<file path="config.mk">
export PLATFORM = sky130hd
export DESIGN_NAME = bsc_back
export DESIGN_NICKNAME = d
export VERILOG_FILES = /design/src/rtl/bsc_pkg.sv /design/src/rtl/bsc_back.sv
export SDC_FILE = /design/constraint.sdc
export NUM_CORES = 2
export LEC_CHECK = 0
export BUFFER_PORTS_ARGS = -buffer_cell sky130_fd_sc_hd__buf_2
export CORE_UTILIZATION = 30
export DETAILED_ROUTE_END_ITERATION = 7
export PLACE_DENSITY = 0.45
export SLEW_MARGIN = 20
export SYNTH_ARGS = -nofsm -noshare
export SYNTH_HDL_FRONTEND = slang
export SYNTH_SLANG_ARGS = --single-unit
</file>
<file path="constraint.sdc">
create_clock -name clk -period 13.1 [get_ports clk]
set_input_delay 2.62 -clock clk [delete_from_list [all_inputs] [get_ports clk]]
set_output_delay 2.62 -clock clk [all_outputs]
set_load 0.01 [all_outputs]
</file>
<file path="src/rtl/bsc_pkg.sv">
`default_nettype none
// ----------------------------------------------------------------------------
// bsc_pkg
// Shared types and codes for the bytecode structure checker.
// ----------------------------------------------------------------------------
package bsc_pkg;

  localparam int TOTAL_W = 33;

  localparam logic [2:0] ST_OK      = 3'd0;
  localparam logic [2:0] ST_EMPTY   = 3'd1;
  localparam logic [2:0] ST_LIMIT   = 3'd2;
  localparam logic [2:0] ST_TRUNC   = 3'd3;
  localparam logic [2:0] ST_MALF    = 3'd4;
  localparam logic [2:0] ST_BADVER  = 3'd5;
  localparam logic [2:0] ST_BADTVER = 3'd6;

  localparam logic [1:0] CFG_MAX_BYTES   = 2'd0;
  localparam logic [1:0] CFG_MAX_STRINGS = 2'd1;
  localparam logic [1:0] CFG_MAX_PROTOS  = 2'd2;

  localparam logic [31:0] VARINT_MAX = 32'h0fff_ffff;

  typedef struct packed {
    logic [7:0]         data_byte;
    logic               byte_present;
    logic               last;
    logic [TOTAL_W-1:0] byte_total;
  } bsc_item_t;

endpackage
`default_nettype wire

</file>
<file path="src/rtl/bsc_back.sv">
`default_nettype none
// ----------------------------------------------------------------------------
// bsc_back
// Parser: walks the image structure one byte per beat, holds the limit
// registers and drives the registered status result.
// ----------------------------------------------------------------------------
module bsc_back
  import bsc_pkg::*;
(
  input  wire logic        clk,
  input  wire logic        rst_n,
  input  wire logic        q_valid,
  input  wire bsc_item_t   q_item,
  output logic             q_pop,
  input  wire logic        cfg_valid,
  output logic             cfg_ready,
  input  wire logic [1:0]  cfg_index,
  input  wire logic [31:0] cfg_data,
  output logic             out_valid,
  input  wire logic        out_stall,
  output logic [2:0]       out_status,
  output logic [27:0]      out_main_index
);

  localparam logic [5:0] PH_VER = 6'd0, PH_TVER = 6'd1, PH_SCOUNT = 6'd2,
    PH_STR_LOOP = 6'd3, PH_SLEN = 6'd4, PH_SSKIP = 6'd5, PH_TYPES_CHECK = 6'd6,
    PH_TIDX = 6'd7, PH_TVAR = 6'd8, PH_PCOUNT = 6'd9, PH_PROTO_LOOP = 6'd10,
    PH_HDR = 6'd11, PH_TLEN = 6'd12, PH_TSKIP = 6'd13, PH_SIZECODE = 6'd14,
    PH_CSKIP = 6'd15, PH_SIZEK = 6'd16, PH_K_LOOP = 6'd17, PH_KTAG = 6'd18,
    PH_KSKIP = 6'd19, PH_KVAR = 6'd20, PH_KKEYS = 6'd21, PH_KEY_LOOP = 6'd22,
    PH_KEY = 6'd23, PH_SIZEP = 6'd24, PH_P_LOOP = 6'd25, PH_CHILD = 6'd26,
    PH_LINEDEF = 6'd27, PH_DNAME = 6'd28, PH_LFLAG = 6'd29, PH_LGAP = 6'd30,
    PH_LSKIP = 6'd31, PH_DFLAG = 6'd32, PH_NLOC = 6'd33, PH_LV_LOOP = 6'd34,
    PH_LV_NAME = 6'd35, PH_LV_START = 6'd36, PH_LV_END = 6'd37, PH_LV_REG = 6'd38,
    PH_NUPV = 6'd39, PH_UV_LOOP = 6'd40, PH_UV = 6'd41, PH_MAIN = 6'd42,
    PH_DONE = 6'd43;

  logic [31:0] max_bytes_r;
  logic [16:0] max_strings_r;
  logic [13:0] max_protos_r;

  logic [5:0]  ph_r, ph;
  logic [7:0]  fv_r, fv;
  logic [1:0]  tv_r, tv;
  logic [31:0] vv_r, vv;
  logic [2:0]  vp_r, vp;
  logic [34:0] skip_r, skip;
  logic [31:0] outer_r, outer;
  logic [31:0] inner_r, inner;
  logic [31:0] key_r, key;
  logic [31:0] cwc_r, cwc;
  logic [2:0]  fe_r, fe;
  logic        es_r, es;

  logic        out_valid_r, out_valid_nxt;
  logic [2:0]  status_r, status_nxt;
  logic [27:0] idx_r, idx_nxt;

  logic [7:0]  b;
  logic        go, vph, fail, inproto, hold, out_free;
  logic [2:0]  fail_code;
  logic [31:0] part, sh, intervals;

  assign cfg_ready      = 1'b1;
  assign out_valid      = out_valid_r;
  assign out_status     = status_r;
  assign out_main_index = idx_r;
  assign out_free       = !out_valid_r || !out_stall;
  assign q_pop          = q_valid && out_free;

  function automatic logic is_varint(input logic [5:0] p);
    unique case (p)
      PH_SCOUNT, PH_SLEN, PH_TVAR, PH_PCOUNT, PH_TLEN, PH_SIZECODE, PH_SIZEK,
      PH_KVAR, PH_KKEYS, PH_KEY, PH_SIZEP, PH_CHILD, PH_LINEDEF, PH_DNAME,
      PH_NLOC, PH_LV_NAME, PH_LV_START, PH_LV_END, PH_NUPV, PH_UV,
      PH_MAIN: is_varint = 1'b1;
      default: is_varint = 1'b0;
    endcase
  endfunction

  always_comb begin
    ph = ph_r; fv = fv_r; tv = tv_r; vv = vv_r; vp = vp_r; skip = skip_r;
    outer = outer_r; inner = inner_r; key = key_r; cwc = cwc_r;
    fe = fe_r; es = es_r;
    b = q_item.data_byte;
    go = 1'b0; vph = 1'b0; fail = 1'b0; fail_code = ST_MALF;
    part = '0; sh = '0; intervals = '0; hold = 1'b0;
    inproto = 1'b0;
    status_nxt = status_r; idx_nxt = idx_r;
    out_valid_nxt = out_valid_r && out_stall;

    if (q_item.byte_present && !es_r) begin
      go  = 1'b1;
      vph = is_varint(ph_r);
      inproto = (ph_r >= PH_HDR) && (ph_r <= PH_UV);
      if (vph) begin
        part = 32'({1'b0, b[6:0]}) << (6'(vp_r) * 6'd7);
        vv   = ((vp_r == 3'd0) ? 32'd0 : vv_r) | part;
        if (!b[7]) begin
          vp = 3'd0;
          if (vv > VARINT_MAX) begin
            fail = 1'b1; fail_code = inproto ? ST_MALF : ST_TRUNC;
          end
        end else if (vp_r >= 3'd4) begin
          fail = 1'b1; fail_code = inproto ? ST_MALF : ST_TRUNC;
        end else begin
          vp = vp_r + 3'd1;
          go = 1'b0;
        end
        if (fail) go = 1'b0;
      end
      if (go) begin
        unique case (ph_r)
          PH_VER: begin
            fv = b;
            if (b == 8'd0) begin
              fail = 1'b1; fail_code = ST_MALF;
            end else if (b < 8'd3 || b > 8'd6) begin
              fail = 1'b1; fail_code = ST_BADVER;
            end else begin
              ph = (b >= 8'd4) ? PH_TVER : PH_SCOUNT;
            end
          end
          PH_TVER: begin
            if (b < 8'd1 || b > 8'd3) begin
              fail = 1'b1; fail_code = ST_BADTVER;
            end else begin
              tv = b[1:0]; ph = PH_SCOUNT;
            end
          end
          PH_SCOUNT: begin
            if (vv > 32'(max_strings_r)) begin
              fail = 1'b1; fail_code = ST_LIMIT;
            end else begin
              outer = vv; ph = PH_STR_LOOP;
            end
          end
          PH_SLEN: begin skip = 35'(vv); ph = PH_SSKIP; end
          PH_SSKIP, PH_HDR, PH_TSKIP, PH_CSKIP, PH_KSKIP, PH_LSKIP: begin
            if (skip != '0) skip = skip - 35'd1;
          end
          PH_TIDX: ph = (b != 8'd0) ? PH_TVAR : PH_PCOUNT;
          PH_TVAR: ph = PH_TIDX;
          PH_PCOUNT: begin
            if (vv > 32'(max_protos_r)) begin
              fail = 1'b1; fail_code = ST_LIMIT;
            end else begin
              outer = vv; ph = PH_PROTO_LOOP;
            end
          end
          PH_TLEN: begin skip = 35'(vv); ph = PH_TSKIP; end
          PH_SIZECODE: begin
            cwc = vv; skip = {1'b0, vv, 2'b00}; ph = PH_CSKIP;
          end
          PH_SIZEK: begin inner = vv; ph = PH_K_LOOP; end
          PH_KTAG: begin
            unique case (b)
              8'd0: ph = PH_K_LOOP;
              8'd1: begin skip = 35'd1;  ph = PH_KSKIP; end
              8'd2: begin skip = 35'd8;  ph = PH_KSKIP; end
              8'd4: begin skip = 35'd4;  ph = PH_KSKIP; end
              8'd7: begin skip = 35'd16; ph = PH_KSKIP; end
              8'd3, 8'd6: ph = PH_KVAR;
              8'd5: ph = PH_KKEYS;
              default: begin fail = 1'b1; fail_code = ST_MALF; end
            endcase
          end
          PH_KVAR: ph = PH_K_LOOP;
          PH_KKEYS: begin key = vv; ph = PH_KEY_LOOP; end
          PH_KEY: ph = PH_KEY_LOOP;
          PH_SIZEP: begin inner = vv; ph = PH_P_LOOP; end
          PH_CHILD: ph = PH_P_LOOP;
          PH_LINEDEF: ph = PH_DNAME;
          PH_DNAME: ph = PH_LFLAG;
          PH_LFLAG: ph = (b != 8'd0) ? PH_LGAP : PH_DFLAG;
          PH_LGAP: begin
            sh = (b >= 8'd32) ? 32'd0 : ((cwc_r - 32'd1) >> b[4:0]);
            intervals = sh + 32'd1;
            skip = 35'(cwc_r) + 35'({intervals, 2'b00});
            ph = PH_LSKIP;
          end
          PH_DFLAG: ph = (b != 8'd0) ? PH_NLOC : PH_PROTO_LOOP;
          PH_NLOC: begin inner = vv; ph = PH_LV_LOOP; end
          PH_LV_NAME: ph = PH_LV_START;
          PH_LV_START: ph = PH_LV_END;
          PH_LV_END: ph = PH_LV_REG;
          PH_LV_REG: ph = PH_LV_LOOP;
          PH_NUPV: begin inner = vv; ph = PH_UV_LOOP; end
          PH_UV: ph = PH_UV_LOOP;
          PH_MAIN: ph = PH_DONE;
          default: begin fail = 1'b1; fail_code = ST_MALF; end
        endcase
      end
      if (fail) begin
        es = 1'b1; fe = fail_code; go = 1'b0;
      end
      // resolve phases that consume no byte; chains are at most four long
      if (go) begin
        for (int i = 0; i < 4; i++) begin
          if (!hold) begin
            priority case (ph)
              PH_STR_LOOP: begin
                if (outer == '0) ph = PH_TYPES_CHECK;
                else begin outer = outer - 32'd1; ph = PH_SLEN; end
              end
              PH_SSKIP: begin
                if (skip != '0) hold = 1'b1; else ph = PH_STR_LOOP;
              end
              PH_TYPES_CHECK: ph = (tv == 2'd3) ? PH_TIDX : PH_PCOUNT;
              PH_PROTO_LOOP: begin
                hold = 1'b1;
                if (outer == '0) ph = PH_MAIN;
                else begin
                  outer = outer - 32'd1;
                  skip  = (fv >= 8'd4) ? 35'd5 : 35'd4;
                  ph    = PH_HDR;
                end
              end
              PH_HDR: begin
                if (skip != '0) hold = 1'b1;
                else ph = (fv >= 8'd4) ? PH_TLEN : PH_SIZECODE;
              end
              PH_TSKIP: begin
                if (skip != '0) hold = 1'b1; else ph = PH_SIZECODE;
              end
              PH_CSKIP: begin
                if (skip != '0) hold = 1'b1; else ph = PH_SIZEK;
              end
              PH_K_LOOP: begin
                if (inner == '0) ph = PH_SIZEP;
                else begin inner = inner - 32'd1; ph = PH_KTAG; end
              end
              PH_KSKIP: begin
                if (skip != '0) hold = 1'b1; else ph = PH_K_LOOP;
              end
              PH_KEY_LOOP: begin
                if (key == '0) ph = PH_K_LOOP;
                else begin key = key - 32'd1; ph = PH_KEY; end
              end
              PH_P_LOOP: begin
                if (inner == '0) ph = PH_LINEDEF;
                else begin inner = inner - 32'd1; ph = PH_CHILD; end
              end
              PH_LSKIP: begin
                if (skip != '0) hold = 1'b1; else ph = PH_DFLAG;
              end
              PH_LV_LOOP: begin
                if (inner == '0) ph = PH_NUPV;
                else begin inner = inner - 32'd1; ph = PH_LV_NAME; end
              end
              PH_UV_LOOP: begin
                if (inner == '0) ph = PH_PROTO_LOOP;
                else begin inner = inner - 32'd1; ph = PH_UV; end
              end
              default: hold = 1'b1;
            endcase
          end
        end
      end
    end

    if (q_pop && q_item.last) begin
      out_valid_nxt = 1'b1;
      idx_nxt = '0;
      if (q_item.byte_total == '0) status_nxt = ST_EMPTY;
      else if (q_item.byte_total > {1'b0, max_bytes_r}) status_nxt = ST_LIMIT;
      else if (es) status_nxt = fe;
      else if (ph != PH_DONE) begin
        status_nxt = ((ph >= PH_HDR) && (ph <= PH_UV)) ? ST_MALF : ST_TRUNC;
      end else begin
        status_nxt = ST_OK; idx_nxt = vv[27:0];
      end
      // clear parse state for the next image
      ph = PH_VER; fv = '0; tv = '0; vv = '0; vp = '0; skip = '0;
      outer = '0; inner = '0; key = '0; cwc = '0; fe = '0; es = 1'b0;
    end
  end

  always_ff @(posedge clk) begin
    if (!rst_n) begin
      max_bytes_r   <= 32'd16777216;
      max_strings_r <= 17'd65536;
      max_protos_r  <= 14'd8192;
    end else if (cfg_valid && cfg_ready) begin
      unique case (cfg_index)
        CFG_MAX_BYTES:   max_bytes_r   <= cfg_data;
        CFG_MAX_STRINGS: max_strings_r <= cfg_data[16:0];
        CFG_MAX_PROTOS:  max_protos_r  <= cfg_data[13:0];
        default: ;
      endcase
    end
  end

  always_ff @(posedge clk) begin
    if (!rst_n) begin
      ph_r <= PH_VER; fv_r <= '0; tv_r <= '0; vv_r <= '0; vp_r <= '0;
      skip_r <= '0; outer_r <= '0; inner_r <= '0; key_r <= '0; cwc_r <= '0;
      fe_r <= '0; es_r <= 1'b0; out_valid_r <= 1'b0;
    end else begin
      out_valid_r <= out_valid_nxt;
      if (q_pop) begin
        ph_r <= ph; fv_r <= fv; tv_r <= tv; vv_r <= vv; vp_r <= vp;
        skip_r <= skip; outer_r <= outer; inner_r <= inner; key_r <= key;
        cwc_r <= cwc; fe_r <= fe; es_r <= es;
      end
    end
  end

  always_ff @(posedge clk) begin
    status_r <= status_nxt;
    idx_r    <= idx_nxt;
  end

endmodule
`default_nettype wire

</file>
* Word-level counts from Yosys, hierarchy flattened
Memory sizes are Yosys's and may differ from the RTL's. A register that Yosys moved wholly into a read port is not among the register bits.
Cells that the tools add are included.
** Word-level totals
- Bits in registers :: 313
- Bits in read-only memories :: 64
- Input bits :: 82
- Output and inout bits :: 34
- Memories :: 1
** Memories
- (name not given) :: depth 64, bits a word 1, read ports 1, clocked after memory_dff 1, write ports 0, line bsc_back.sv:72 : unique case (p)
** Operators by class
- $add $sub $neg :: 17
- Multiply operators :: 1
- Magnitude comparators :: 16
- Equal/unequal tests :: 102
- Shift operators :: 2
- Mux-type cells :: 268
- Bitwise logic cells :: 1
- Reduce and logical (&&, ||, !) cells :: 73
** Operators by type and width (number)
- $mux W32 :: 80
- $mux W35 :: 23
- $sub A32 B1 Y32 const B :: 13
- $logic_not A32 Y1 :: 12
- $pmux W6 S14 :: 4
- $mux W6 :: 55
- $eq A6 B5 Y1 const B :: 33
- $pmux W35 S5 :: 1
- $reduce_bool A35 Y1 :: 5
- $pmux W6 S24 :: 1
- $pmux W35 S4 :: 1
- $eq A6 B4 Y1 const B :: 23
- $eq A6 B6 Y1 const B :: 17
- $mux W3 :: 31
- $eq A6 B3 Y1 const B :: 11
- $pmux W32 S2 :: 1
- $mux W1 :: 42
- $mux W8 :: 5
- $add A32 B34 Y35 :: 1
- $sub A35 B1 Y35 const B :: 1
- $gt A33 B32 Y1 :: 1
- $logic_not A33 Y1 :: 1
- $add A32 B1 Y32 const B :: 1
- $eq A8 B3 Y1 const B :: 4
- other kinds (48) :: 113

* Depth between registers and ports, before layout
- Depth after elaboration :: 43
- Gate-level depth with buffers :: 51

* Worst setup path after synthesis
No wires, ideal clock.
- Path type :: input port to flip-flop
- Start point :: in q_item[35] in the netlist's numbering
- End point :: reg idx_r[10] (netlist: out_main_index[10]) (data pin)
- Data arrival time :: 12.352 ns
- Required time :: 12.941 ns
- Slack :: 0.589 ns
- Stages on the path :: 42
- Path buffers :: 8
- Cell sequence :: clkbuf_1 -> clkbuf_1 -> clkbuf_1 -> clkbuf_1 -> o211ai_1 -> and3_1 -> mux4_2 -> a221o_1 -> o41ai_2 -> ha_1 -> o21ai_0 -> or2_2 -> nor4_1 -> xnor2_1 -> ha_1 -> nand2_1 -> or4b_2 -> nand2_1 -> [... 6 more ...] -> nand4b_1 -> a2111oi_2 -> nand4_1 -> buf_2 -> a31oi_2 -> or4b_1 -> or3b_1 -> buf_6 -> nand2_4 -> nor3_2 -> o311a_1 -> or3_4 -> nor4_2 -> o21ai_1 -> or3_1 -> buf_6 -> buf_6 -> a211oi_2
** Between the ends
- Word-level cells in the longest chain between the ends :: 38
- Elaborated cells on any way between the ends :: 325
** Ends and longest elaborated chain
- from (decl) :: line bsc_back.sv:13 : input wire bsc_item_t q_item,
- branches (longest 38 deep; another with $gt A32 B28 Y1)
- to (signal assigned) :: line bsc_back.sv:311 : idx_r <= idx_nxt;
- to (decl) :: line bsc_back.sv:57 : logic [27:0] idx_r, idx_nxt;
Several ways; the timed one is not identified. The select of a mux whose other input is x is not followed.
A chain may end at the register's enable or synchronous reset.

* Worst setup path in the final report
- Start point :: in q_item[35] in the netlist's numbering
- End point :: reg idx_r[27] (netlist: out_main_index[27]) (data pin)
Same word-level chain as after synthesis.

==> run summary <==
run status: complete, but fails checks
violated checks: design-rule violations
# Max-Cap Violations: 0
initial core utilization: 0.304
sequential power share: 0.378
worst slack, placed: -353 ps
die height: 321 um
relative area change from synthesis to final layout: 17.7%
cell at the slowest stage of the critical path: a222oi_1
cell type group with the largest total delay on the critical path: simple AND/OR/NAND/NOR gates
Net count, final: 4,761
Die Span X: 321 um
share of the synthesized area in the top cell type: 0.185
terminating pin of the worst hold path: max_bytes_r[27]$_SDFFE_PN0P_
net switching power figure: 782 uW
first-pass GRT wire length: 221,000 um
end-of-flow core utilization: 0.357
Pwr Density: 72.5 nW/um^2
critical path startpoint category: input pin
mean area per synthesized cell: 6.96 sq um
CP required: 13,560 ps
crit-path max FO: 28
number of antenna violations at the first check in global routing: 4
headroom to the max-slew limit: 0.183
gr ovfl total: 0
number of clock buffers inserted by TritonCTS: 44
first drt pass iteration count: 8
setup violators final: 0
Post-synth EDFFs: 31
Register Area: 6560 sq um
port bufs: 114
Post-Synthesis Cells: 4,377
Final min period: 12,730 ps
routed wire length per instance: 24.9 um
number of instances in the placed design: 5,872
root cell of the clock tree: clkbuf_16
placeable core region: 100,000 sq um
final weighted congestion in routability-driven placement: 0.975
share of cells above drive strength 1: 0.144
final setup slack of the worst path: 368 ps
WP data arrival: 13,190 ps
quantity of hold-fixing buffers added after cts: 0
worst-skew pair later-pin latency: 660 ps
leading post-synthesis cells by instance count: nor2_1, nand2_1, a21oi_1
worst reg2reg path startpoint: cwc_r[2]$_SDFFE_PN0P_
Comb pwr share: 0.134
area occupied by multi-input gates: 22,500 sq um
Reg2Reg Depth: 40
area of placed instances: 34,200 sq um
cell type with the highest occurrence count on the critical path: buf_4
vias in the first global route: 33,457
minimum setup slack among reg-to-reg paths: 600 ps
CP Class: in2reg
I/O pin count: 116
launch point of the worst hold path: max_bytes_r[27]$_SDFFE_PN0P_
cell area after technology mapping: 30,500 sq um
clock tree from TritonCTS: yes
largest clock skew in the final design: 76.3 ps
synthesized net count: 4,574
nature of the critical path endpoint: register
cell type contributing the most total cell area after synthesis: dfxtp_1
WP buf/inv: 7
Iteration-0 DRC Markers: 3,722
reg2reg end: out_main_index[27]$_SDFFCE_PP0P_
Switching Fraction: 0.301
Tot GR Track Use: 0.280
pin count of the biggest net entering global routing: 112
count of vias placed by the detailed router: 35,444
DP Wirelength: 111,000 um
Die Area: 103,000 sq um
worst min-delay path category: reg2reg
library cells used by synthesis: 108
Pins Over Slew Limit: 0
post-detailed-routing wire length: 148,000 um
Hold Vio Cnt, Final: 0
leading register cell type out of synthesis: dfxtp_1
Clk network pwr share: 0.488
synthesis warning total: 0
clock input transition at the sequential cells of the worst setup and hold paths: 60 ps
async set or reset register ratio after synthesis: 0
number of rows created at floorplan: 116
Critical Path Max Stage Delay: 630 ps
flip-flop and latch count after synthesis: 312
via count normalized by instance count: 5.95
RSZ-0062 raised after global routing: no
leading cell types by total area after synthesis: dfxtp_1, nor2_1, nand2_1
slew at the pin with the worst max-slew slack: 1190 ps
final cell count without fillers: 5,959
internal power component: 1820 uW
cell area after layout: 35,900 sq um
library cell with the highest instance count after synthesis: nor2_1
portion of the post-synthesis area used by sequential elements: 0.215
clock sinks: 312
final worst path period share: 0.972
Hold Path Stages: 2
Peak VDD IR: 78.7 uV
remaining routing DRC violations: 1
FMAX: 0.0785 GHz
leakage: 0.0137 uW
number of filler instances in the final layout: 11,077
maximum buffer depth of the clock tree: 3
aggregate negative setup slack: 0 ps
count of nets left with antenna violations after detail routing: 0
number of levels in the clock H-tree: 2
## power by group through the flow
stage	Combinational, uW	Sequential [uW]	Clock [uW]
finish	350	983	1270
CTS	341	983	1300
detailed placement	339	1000	0
floorplan	189	1000	0
global route	374	983	1330
global placement	341	1000	0
## worst min-delay path, stage by stage (launching register included)
cell and delay (ps):
dfxtp_1 300, nand2_1 50, a21oi_1 50
## layout make-up
| type | count | share of cell area |
|---|---|---|
| Sequential cell | 312 | 0.183 |
| Timing Repair Buffer | 438 | 0.0863 |
| Clock buffer | 66 | 0.0363 |
| Clock inverter | 16 | 0.00572 |
| Antenna cell | 2 | 0.000140 |
| Inverter | 140 | 0.0149 |
| Tap cell | 1357 | 0.0473 |
| Multi-Input combinational cell | 3628 | 0.627 |
## through the flow
| step | total power (uW) | hold WS (ps) |
|---|---|---|
| floorplan | 1190 | 436 |
| global route | 2680 | 464 |
| CTS | 2620 | 455 |
| global placement | 1340 | 442 |
| detailed placement | 1340 | 447 |
| finish | 2600 | 453 |
## how the worst max path moves through the flow
stage / from / to / cells after the start
after floorplan: q_item[35] / out_main_index[10]$_SDFFCE_PP0P_ / 42
after global placement: q_item[35] / out_main_index[3]$_SDFFCE_PP0P_ / 39
after detailed placement: q_item[35] / out_main_index[3]$_SDFFCE_PP0P_ / 39
after CTS: q_item[35] / out_main_index[3]$_SDFFCE_PP0P_ / 39
after global routing: q_item[35] / out_main_index[27]$_SDFFCE_PP0P_ / 39
final: q_item[35] / out_main_index[27]$_SDFFCE_PP0P_ / 40
## state kept, by name, indices dropped and copies added, names as in the netlist, named ones only
| register | cells |
|---|---|
| cwc_r | 32 |
| es_r | 1 |
| fe_r | 3 |
| fv_r | 6 |
| inner_r | 32 |
| key_r | 32 |
| max_bytes_r | 32 |
| max_protos_r | 14 |
| max_strings_r | 17 |
| out_main_index | 28 |
| out_status | 3 |
| out_valid | 1 |
| outer_r | 32 |
| ph_r | 6 |
| skip_r | 35 |
| tv_r | 2 |
| vp_r | 3 |
| vv_r | 32 |
## layer usage
layer  wire length (um)  global-route usage  up-vias
met5                  8                   0        -
met4               6230               0.108        2
met3               9950              0.0382      259
met2              65700               0.445     1460
met1              66300               0.382    17135
li1                   -                   -    16588
## kinds of logic (layout without fill, tap and decap cells)
group,count (synthesis),in the layout,synth area share
other cells,1,3,0.000123
fa+ha+maj,115,115,0.0474
compound gates,1386,1386,0.302
flops,312,312,0.215
mux,75,75,0.0300
simple gates,1857,1857,0.294
xor+xnor,194,194,0.0557
buf+inv,437,660,0.0556
## cells in the final DEF, fill, tap and decap left out, types with 37 or more instances in the layout
cell type	count
mux2i_1	44
ha_1	113
a21oi_1	348
a22oi_1	176
a31oi_1	55
buf_4	316
nand2b_1	52
nand4_1	59
nor4_1	70
and2_1	37
nand2_1	482
clkbuf_16	44
xor2_1	62
o211ai_1	52
dfxtp_1	281
nor2_1	585
nand3_1	105
inv_1	133
a21o_1	55
or3_1	42
a211oi_1	43
xnor2_1	132
o21ai_0	276
nor3_1	168
or4_1	43
buf_2	114
nor2b_1	37
## timing repair
item / CTS / global route
endpoints found under the hold margin: 0 / 0
endpoints found under the setup margin: 0 / 35
resized for setup: 0 / 24
buffers inserted: 0 / 3
Power figures use the tool's default switching activity.
